<file path="src/sv/centered_moving_average_core_defines.svh">
// ----------------------------------------------------------------------------
// Assertion macros for the centered moving average core
// Shared helpers for the concurrent checks at the end of the top level.
// ----------------------------------------------------------------------------
`ifndef CENTERED_MOVING_AVERAGE_CORE_DEFINES_SVH
`define CENTERED_MOVING_AVERAGE_CORE_DEFINES_SVH

// Same-cycle implication, disabled during reset.
`define CMA_ASSERT_NOW(lbl, ante, cons, msg) \
  lbl: assert property (@(posedge clk) disable iff (rst) (ante) |-> (cons)) else $error(msg);

// Next-cycle implication, disabled during reset.
`define CMA_ASSERT_NEXT(lbl, ante, cons, msg) \
  lbl: assert property (@(posedge clk) disable iff (rst) (ante) |=> (cons)) else $error(msg);

`endif

</file>
<file path="src/sv/cma_pkg.sv">
// ----------------------------------------------------------------------------
// cma_pkg
// Types and constants shared by the centered moving average modules.
// ----------------------------------------------------------------------------
package cma_pkg;

  // Smallest window the core will run.
  localparam int MIN_WIDTH = 3;

  // Commands from the sequencer to the accumulate / divide unit.
  typedef struct packed {
    logic clr;        // zero the accumulator
    logic add;        // add the memory read data
    logic div_start;  // start dividing the accumulator by the width
  } cma_ctl_t;

  // Status back from the accumulate / divide unit.
  typedef struct packed {
    logic busy;       // division in progress
  } cma_sts_t;

endpackage

</file>
<file path="src/sv/cma_window_mem.sv">
// ----------------------------------------------------------------------------
// cma_window_mem
// Sample history memory: one write port, one read port, registered read.
// ----------------------------------------------------------------------------
module cma_window_mem #(
  parameter int DEPTH = 64,
  parameter int AB    = 6,
  parameter int DB    = 16
) (
  input  logic          clk,
  input  logic          wr_en,
  input  logic [AB-1:0] wr_addr,
  input  logic [DB-1:0] wr_data,
  input  logic [AB-1:0] rd_addr,
  output logic [DB-1:0] rd_data
);

  logic [DB-1:0] mem [DEPTH];

  always_ff @(posedge clk) begin
    if (wr_en) begin
      mem[wr_addr] <= wr_data;
    end
  end

  always_ff @(posedge clk) begin
    rd_data <= mem[rd_addr];
  end

endmodule

</file>
<file path="src/sv/cma_accum_div.sv">
// ----------------------------------------------------------------------------
// cma_accum_div
// Shared arithmetic unit: window accumulator plus a restoring divider that
// retires one quotient bit per cycle, truncating toward zero.
// ----------------------------------------------------------------------------
module cma_accum_div #(
  parameter int DB = 16,  // sample bits
  parameter int PB = 6    // width / index bits
) (
  input  logic              clk,
  input  logic              rst,
  input  cma_pkg::cma_ctl_t ctl,
  input  logic [DB-1:0]     rd_data,
  input  logic [PB-1:0]     width,
  output cma_pkg::cma_sts_t sts,
  output logic [DB-1:0]     quotient
);

  import cma_pkg::*;

  localparam int SB = DB + PB;
  localparam int CB = $clog2(SB);

  logic signed [SB-1:0] acc;
  logic        [SB-1:0] dvd;      // dividend magnitude, quotient shifts in
  logic        [PB-1:0] rem;
  logic        [CB-1:0] cnt;
  logic                 neg;
  logic                 busy;

  logic        [PB:0]   rem_sh;
  logic                 q_bit;
  logic        [PB:0]   rem_sub;
  logic        [SB-1:0] q_signed;

  assign rem_sh  = {rem, dvd[SB-1]};
  assign q_bit   = (rem_sh >= {1'b0, width});
  assign rem_sub = rem_sh - {1'b0, width};

  always_ff @(posedge clk) begin
    if (ctl.clr) begin
      acc <= '0;
    end else if (ctl.add) begin
      acc <= acc + {{PB{rd_data[DB-1]}}, rd_data};
    end
  end

  always_ff @(posedge clk) begin
    if (rst) begin
      busy <= 1'b0;
      cnt  <= '0;
    end else if (ctl.div_start) begin
      busy <= 1'b1;
      cnt  <= '0;
    end else if (busy) begin
      cnt <= cnt + 1'b1;
      if (cnt == CB'(SB - 1)) begin
        busy <= 1'b0;
      end
    end
  end

  always_ff @(posedge clk) begin
    if (ctl.div_start) begin
      neg <= acc[SB-1];
      dvd <= acc[SB-1] ? SB'(-acc) : SB'(acc);
      rem <= '0;
    end else if (busy) begin
      rem <= q_bit ? rem_sub[PB-1:0] : rem_sh[PB-1:0];
      dvd <= {dvd[SB-2:0], q_bit};
    end
  end

  assign q_signed   = neg ? (~dvd + 1'b1) : dvd;
  assign quotient   = q_signed[DB-1:0];
  assign sts.busy   = busy;

endmodule

</file>
<file path="src/sv/centered_moving_average_core.sv">
// ----------------------------------------------------------------------------
// centered_moving_average_core
// Centered boxcar filter over a finite, zero padded signal.
// ----------------------------------------------------------------------------
//
// Channel   Dir  Handshake            Payload
// s_*       in   s_tvalid/s_tready    tdata: sample; tlast: last sample
// m_*       out  m_tvalid/m_tready    tdata: average; tlast: last result
// cfg_*     in   cfg_valid/cfg_ready  cfg_data: requested width
//
// Each item is accepted and decided on, then yields 0, 1 or up to H+1 averages,
// each built in order: a setup step, reads over the single port, closing the sum,
// the serial divider and loading the output register. Reset clears the
// sequencer, sample count and output valid; history reads past the sample count
// are masked to zero. A stalled output holds the emit step.
// ----------------------------------------------------------------------------
module centered_moving_average_core #(
  parameter int MAX_WIDTH   = 63,
  parameter int SAMPLE_BITS = 16
) (
  input  logic                                clk,
  input  logic                                rst,
  // input items
  input  logic                                s_tvalid,
  output logic                                s_tready,
  input  logic [((SAMPLE_BITS+7)/8)*8-1:0]    s_tdata,   // [SAMPLE_BITS-1:0] sample
  input  logic                                s_tlast,   // last sample
  // result items
  output logic                                m_tvalid,
  input  logic                                m_tready,
  output logic [((SAMPLE_BITS+7)/8)*8-1:0]    m_tdata,   // [SAMPLE_BITS-1:0] average
  output logic                                m_tlast,   // last result
  // width register
  input  logic                                cfg_valid,
  output logic                                cfg_ready,
  input  logic [5:0]                          cfg_data
);

  import cma_pkg::*;

  localparam int DB     = SAMPLE_BITS;
  localparam int TDW    = ((SAMPLE_BITS + 7) / 8) * 8;
  localparam int DEPTH  = MAX_WIDTH + 1;
  localparam int PB     = $clog2(DEPTH);
  localparam int MAXODD = (MAX_WIDTH % 2 == 1) ? MAX_WIDTH : MAX_WIDTH - 1;

  typedef enum logic [7:0] {
    S_IDLE   = 8'b0000_0001,
    S_DECIDE = 8'b0000_0010,
    S_PREP   = 8'b0000_0100,
    S_SUM    = 8'b0000_1000,
    S_DRAIN  = 8'b0001_0000,
    S_START  = 8'b0010_0000,
    S_DIV    = 8'b0100_0000,
    S_EMIT   = 8'b1000_0000
  } state_t;

  state_t        state;
  logic [5:0]    req_width;
  logic [PB-1:0] wp;        // next free slot
  logic [PB-1:0] rp;        // read pointer, walks from newest to oldest
  logic [PB-1:0] seen;      // samples of this signal, saturating
  logic [PB-1:0] d;         // center offset of the current average
  logic [PB-1:0] k;         // tap index within the window
  logic          last_q;
  logic          in_flush;
  logic          rd_live;   // registered: read data belongs to the window

  // effective width
  logic [6:0]    w_round;
  logic [PB-1:0] w;
  logic [PB-1:0] h;
  logic [PB-1:0] sum_end;
  logic [PB-1:0] newest;

  cma_ctl_t      ctl;
  cma_sts_t      sts;
  logic [DB-1:0] rd_data;
  logic [DB-1:0] quotient;
  logic          out_free;
  logic          final_out;

  always_comb begin
    if (req_width < 6'(MIN_WIDTH)) begin
      w_round = 7'(MIN_WIDTH);
    end else if (!req_width[0]) begin
      w_round = {1'b0, req_width} + 7'd1;
    end else begin
      w_round = {1'b0, req_width};
    end
  end

  assign w       = (32'(w_round) > 32'(MAX_WIDTH)) ? PB'(MAXODD) : PB'(w_round);
  assign h       = w >> 1;
  assign sum_end = d + h;
  assign newest  = (wp == '0) ? PB'(MAX_WIDTH) : wp - 1'b1;

  // nothing is taken while reset is held
  assign s_tready  = (state == S_IDLE) && !rst;
  assign cfg_ready = !rst;
  assign out_free  = !m_tvalid || m_tready;
  assign final_out = in_flush && (d == '0);

  always_ff @(posedge clk) begin
    if (rst) begin
      req_width <= 6'(MIN_WIDTH);
    end else if (cfg_valid && cfg_ready) begin
      req_width <= cfg_data;
    end
  end

  // sequencer
  always_ff @(posedge clk) begin
    if (rst) begin
      state    <= S_IDLE;
      wp       <= '0;
      seen     <= '0;
      in_flush <= 1'b0;
      m_tvalid <= 1'b0;
      rd_live  <= 1'b0;
    end else begin
      rd_live <= (state == S_SUM) && (k < seen);
      // the emit step reloads the output register itself
      if (m_tvalid && m_tready && (state != S_EMIT)) begin
        m_tvalid <= 1'b0;
      end
      unique case (state)
        S_IDLE: begin
          if (s_tvalid) begin
            wp     <= (wp == PB'(MAX_WIDTH)) ? '0 : wp + 1'b1;
            seen   <= (seen == PB'(MAX_WIDTH)) ? seen : seen + 1'b1;
            last_q <= s_tlast;
            state  <= S_DECIDE;
          end
        end
        S_DECIDE: begin
          if (seen > h) begin
            d        <= h;
            in_flush <= 1'b0;
            state    <= S_PREP;
          end else if (last_q) begin
            // short signal: one average per sample received
            d        <= seen - 1'b1;
            in_flush <= 1'b1;
            state    <= S_PREP;
          end else begin
            state <= S_IDLE;
          end
        end
        S_PREP: begin
          k     <= '0;
          rp    <= newest;
          state <= S_SUM;
        end
        S_SUM: begin
          if (k == sum_end) begin
            state <= S_DRAIN;
          end else begin
            k  <= k + 1'b1;
            rp <= (rp == '0) ? PB'(MAX_WIDTH) : rp - 1'b1;
          end
        end
        S_DRAIN: begin
          state <= S_START;
        end
        S_START: begin
          state <= S_DIV;
        end
        S_DIV: begin
          if (!sts.busy) begin
            state <= S_EMIT;
          end
        end
        S_EMIT: begin
          if (out_free) begin
            m_tvalid <= 1'b1;
            m_tdata  <= TDW'(quotient);
            m_tlast  <= final_out;
            if (!in_flush) begin
              if (last_q) begin
                d        <= ((seen < h) ? seen : h) - 1'b1;
                in_flush <= 1'b1;
                state    <= S_PREP;
              end else begin
                state <= S_IDLE;
              end
            end else if (d != '0) begin
              d     <= d - 1'b1;
              state <= S_PREP;
            end else begin
              // end of signal: drop the history
              seen     <= '0;
              in_flush <= 1'b0;
              state    <= S_IDLE;
            end
          end
        end
        default: begin
          state <= S_IDLE;
        end
      endcase
    end
  end

  assign ctl.clr       = (state == S_PREP);
  assign ctl.add       = rd_live;
  assign ctl.div_start = (state == S_START);

  cma_window_mem #(
    .DEPTH (DEPTH),
    .AB    (PB),
    .DB    (DB)
  ) u_mem (
    .clk     (clk),
    .wr_en   (s_tvalid && s_tready),
    .wr_addr (wp),
    .wr_data (s_tdata[DB-1:0]),
    .rd_addr (rp),
    .rd_data (rd_data)
  );

  cma_accum_div #(
    .DB (DB),
    .PB (PB)
  ) u_alu (
    .clk      (clk),
    .rst      (rst),
    .ctl      (ctl),
    .rd_data  (rd_data),
    .width    (w),
    .sts      (sts),
    .quotient (quotient)
  );

`include "centered_moving_average_core_defines.svh"

  `CMA_ASSERT_NOW(a_no_accept_in_flush, s_tready, !in_flush, "input taken during flush")
  `CMA_ASSERT_NOW(a_tap_in_window, state == S_SUM, k <= sum_end, "tap past window end")
  `CMA_ASSERT_NEXT(a_final_clears, state == S_EMIT && out_free && final_out,
                   state == S_IDLE && seen == '0 && m_tlast, "final result left state")

endmodule
</file>
<file path="config.mk">
export PLATFORM = sky130hd
export DESIGN_NAME = centered_moving_average_core
export DESIGN_NICKNAME = d
export VERILOG_FILES = /design/src/sv/cma_pkg.sv /design/src/sv/cma_window_mem.sv /design/src/sv/cma_accum_div.sv /design/src/sv/centered_moving_average_core.sv
export VERILOG_INCLUDE_DIRS = /design/src /design/src/sv
export SDC_FILE = /design/constraint.sdc
export NUM_CORES = 1
export LEC_CHECK = 0
export ABC_AREA = 1
export BUFFER_PORTS_ARGS = -buffer_cell sky130_fd_sc_hd__buf_4
export CORE_MARGIN = 3
export CORE_UTILIZATION = 40
export CTS_CLUSTER_SIZE = 12
export DETAILED_ROUTE_END_ITERATION = 7
export PLACE_DENSITY = 0.58
export SYNTH_ARGS = -nofsm -noshare
export SYNTH_HDL_FRONTEND = slang
export SYNTH_SLANG_ARGS = --single-unit
export TNS_END_PERCENT = 10
</file>
<file path="constraint.sdc">
create_clock -name clk -period 4.1 [get_ports clk]
set_input_delay 0.205 -clock clk [delete_from_list [all_inputs] [get_ports clk]]
set_output_delay 0.205 -clock clk [all_outputs]
set_load 0.02 [all_outputs]
</file>
==> results.md <==
- The flow ran to the end, and the final reports show no timing, DRC or antenna violations.
- Summed over all nets, the half-perimeter wirelength after detailed placement is 73700 µm.
- The die area is about 0.13 mm².
- After layout, the minimum clock period comes to 3.13 ns.
- The pin count of the biggest net entering global routing is 187.
- Setup violations remaining at the end of the flow were counted as 0.
- The final clock period utilization by the worst path is roughly 76%.
- The synthesized flop and latch total is 1161.
- The top cell type by area accounts for 67.0% of the synthesized area.
- The number of design-rule violations left by the first detailed-router iteration is 3194.
- Sequential elements use 70.2% of the synthesized area.
- The total area of multi-input combinational cells is 0.0128 mm².
- Global routing consumed, over all layers together, 20.3% of the routing resources.
- In this run the static leakage power is about 18 nW.
- After floorplanning, the core was sized to cover 0.120 mm².
- Summing all placed instances gives a cell area of slightly above 0.05 mm².
- Counting flops with a built-in enable in the synthesized netlist gives approximately 1.1k.
- The number of H-tree levels is 3.
- Of the cells placed in the final design, the portion with a size suffix greater than 1 is 8.45%.
- Summed over all layers, the routed wires come to 130000 µm.
- The first global-routing pass estimated 192000 µm of wire.
- The initial antenna violation count is 1.
- The largest total area in the synthesized netlist belongs to sky130_fd_sc_hd__edfxtp_1.
- The initial core utilization is between 40% and 50%.
- The number of gates resized after CTS was 0.
- After synthesis, the mean cell area works out to 11.9 µm².
- In this design, the largest share of critical-path delay is due to flip-flops.
- The maximum vdd drop is 0.380 mV.
- The floorplan has 127 rows.
- The sequential cell area in the final layout is 0.0341 mm².
- In the post-route analysis, the smallest setup slack over all paths is 0.972 ns.
- The post-synthesis instance area is 0.0485 mm².
- The slowest cell on the critical path is sky130_fd_sc_hd__edfxtp_1.
- The count of antenna-violating nets left after detailed routing is 0.
- At the end of the flow, the number of nets in the layout was 4227.
- The type of the worst min-delay path is input pin to flop.
- Static timing analysis puts the maximum clock frequency at approximately 320 MHz.
- STA puts the critical path data arrival time at 3.71 ns.
- The number of hold violations in the final report was 0.
- After routing, the total negative slack on setup checks comes to 0 ns.
- The layout has 10.9k filler cells.
- Before CTS, the worst setup slack after placement is 1.09 ns.
- The post-route cell area is 0.0547 mm².
- Among all flip-flop cells after synthesis, the most frequent one is sky130_fd_sc_hd__edfxtp_1.
- The Yosys warning count is 0.
- The worst hold margin is 0.0744 ns.
- For this run the aggregate overflow at the end of global routing stands at 0.
- The relative max-transition margin is 32.6%.
- In the layout the commonest cells are 1083 x sky130_fd_sc_hd__edfxtp_1, 709 x sky130_fd_sc_hd__nor2_1, 567 x sky130_fd_sc_hd__o21ai_0.
- The post-detailed-route DRC marker count is 0.
- The category of the most critical setup path is flop to flop.
- Of all nets on the critical path, the largest fanout is 186.
- TritonCTS built the clock tree.
- Setup slack on the worst reg-to-reg path comes out at slightly below 1 ns.
- The area growth from synthesis to layout is 12.8%.
- 0 antenna diodes ended up in the layout.
- The number of different library cells used by synthesis comes to 52.
- The post-CTS clock slew at the launch and capture registers of the worst setup and hold paths is 0.06 ns.
- The worst-skew pair later-pin latency is roughly 0.72 ns.
- Setup repair after global routing left no endpoint under its margin.
- The number of max-slew violations in the final report is 0.
- For the pin with the worst max-slew slack, the measured transition is between 1 and 1.5 ns.
- Counting every net in the synthesized netlist gives 4164.
- The library cell used most frequently in the layout, excluding fill and tap cells, is sky130_fd_sc_hd__edfxtp_1.
- The count of hold buffers inserted by post-cts repair is 15.
- The die is 354 µm tall.
- For the worst setup path, the data required time is 4.68 ns.
- The fraction of synthesis flops using an asynchronous set or reset pin is 0%.
- The critical path endpoint category is a flop.
- The total number of vias is 32.0k.
- The clock skew after layout is 0.0274 ns.
- In the routed layout, each cell is associated on average with a via count of 5.49.
- The root buffer cell chosen for the clock tree is sky130_fd_sc_hd__clkbuf_16.
- Synthesis handed over a netlist of a little over 4k instances.
- The worst setup path is launched from a flop.
- The number of setup buffers added after CTS is 0.
- Input and output buffers added on the ports amount to 46.
- The design draws 25.8 mW.
- The stage delay of the slowest cell on the critical path is 0.83 ns.
- The number of top-level design ports is 48.
- CTS saw between 1k and 1.5k sinks.
- At the end of routability-driven placement, the weighted congestion stood at 0.879.
- The number of clock buffers inserted by TritonCTS is 120.
- The areal power density over the cells is ~470 mW/mm².
- In the post-synthesis netlist, the biggest area contributors are sky130_fd_sc_hd__edfxtp_1 67%, sky130_fd_sc_hd__o21ai_0 5.8%, sky130_fd_sc_hd__nor2_1 5.5%.
- From left edge to right edge, the die measures 354 µm.
- In the final routed layout, each cell accounts on average for 22.3 µm.
- The clock tree buffer depth is 3.
- For this run, the detailed router's first-pass iteration total came to 5.
- Walking the worst path, the cells encountered are inv_16 > buf_4 > o21ai_0 > o22ai_1 > o211ai_1 > nand4_1 > nand3_1 > nand2_1.
- The tool flagged a number of max-cap violations equal to 0.
- The critical path contains buffers and inverters numbering 2 combined.
- The via count of the first global-routing pass came to 30.4k.
flip-flops by register name, summed over array words and instances, names as in the netlist:
name and cells:
seen 6, u_mem.mem 1024, req_width 5, d 6
u_alu.dvd 22, rp 6, m_tvalid 1, state 8
rd_live 1, u_alu.sts 1, u_alu.neg 1, m_tlast 1
u_mem.rd_data 16, u_alu.acc 22, wp 6, k 6
in_flush 1, m_tdata 16, u_alu.cnt 5, last_q 1
u_alu.rem 6
metal layers:
metal	global-route usage (%)	wire length [µm]	vias up
met2	32.6	61300	1049
met3	3.02	7760	245
met1	27.7	55700	15700
met4	8.31	5290	0
met5	0	0	-
li1	-	-	15000
worst reg2reg max path, delay by kind of cell, from the launching register on:
family | cells | cell delay [ns]
flip-flops | 1 | 0.83
AO/OA/AOI/OAI | 3 | 0.72
AND/OR/NAND/NOR | 3 | 0.54
buffers and inverters | 2 | 0.90
metrics by stage:
| step | cells | utilization (%) |
|---|---|---|
| floorplan | 4078 | - |
| global placement | 5616 | 42.5 |
| detailed placement | 5616 | 42.5 |
| CTS | 5839 | 45.6 |
| global route | 5839 | 45.6 |
| finish | 5839 | 45.6 |
synthesized netlist by cell type (all sizes together) (5+ instances only):
library cell and count:
a211oi 6, a21oi 101, a31oi 6, buf 74, clkbuf 165, clkinv 7
dfxtp 78, edfxtp 1083, ha 55, inv 162, nand2 381, nand3 174
nand4 62, nor2 718, nor3 26, nor4 7, o211ai 53, o21a 5
o21ai 586, o221ai 84, o22ai 161, xnor2 12, xor2 47
area by class of cell:
| class | instances | share of cell area [%] |
|---|---|---|
| multi-input cells | 2509 | 23.5 |
| flip-flops and latches | 1161 | 62.3 |
| clock inverters | 44 | 0.581 |
| repair buffers | 180 | 2.88 |
| inverters | 169 | 1.20 |
| well taps | 1612 | 3.68 |
| clock buffers | 164 | 5.94 |
path summary, 6_finish.rpt:
| check | start | endpoint | cells past startpoint |
|---|---|---|---|
| min | s_tdata[5] | u_mem.mem[26][5]$_DFFE_PP_ | 1 |
| max | rp[0]$_DFFE_PP_ | u_mem.rd_data[4]$_DFF_P_ | 8 |
| min reg2reg | u_alu.cnt[4]$_SDFFE_PP0P_ | u_alu.cnt[4]$_SDFFE_PP0P_ | 2 |
| max reg2reg | rp[0]$_DFFE_PP_ | u_mem.rd_data[4]$_DFF_P_ | 8 |
power breakdown:
part	switching [mW]	leakage (nW)	internal [mW]	total (mW)
combinational	1.62	6.23	0.757	2.38
sequential	0.193	10.4	13.2	13.3
clock	4.37	1.73	5.68	10.0
kinds of logic (layout without fill, tap and decap cells):
| family | after synthesis | after routing | share of synthesized area [%] |
|---|---|---|---|
| buffers and inverters | 408 | 557 | 3.35 |
| XOR/XNOR | 60 | 60 | 1.11 |
| AND/OR/NAND/NOR | 1377 | 1377 | 11.8 |
| AO/OA/AOI/OAI | 1013 | 1013 | 11.9 |
| flip-flops | 1161 | 1161 | 70.2 |
| adder cells (fa/ha/maj) | 58 | 58 | 1.54 |
| multiplexers | 1 | 1 | 0.0206 |
Power figures use the tool's default switching activity.
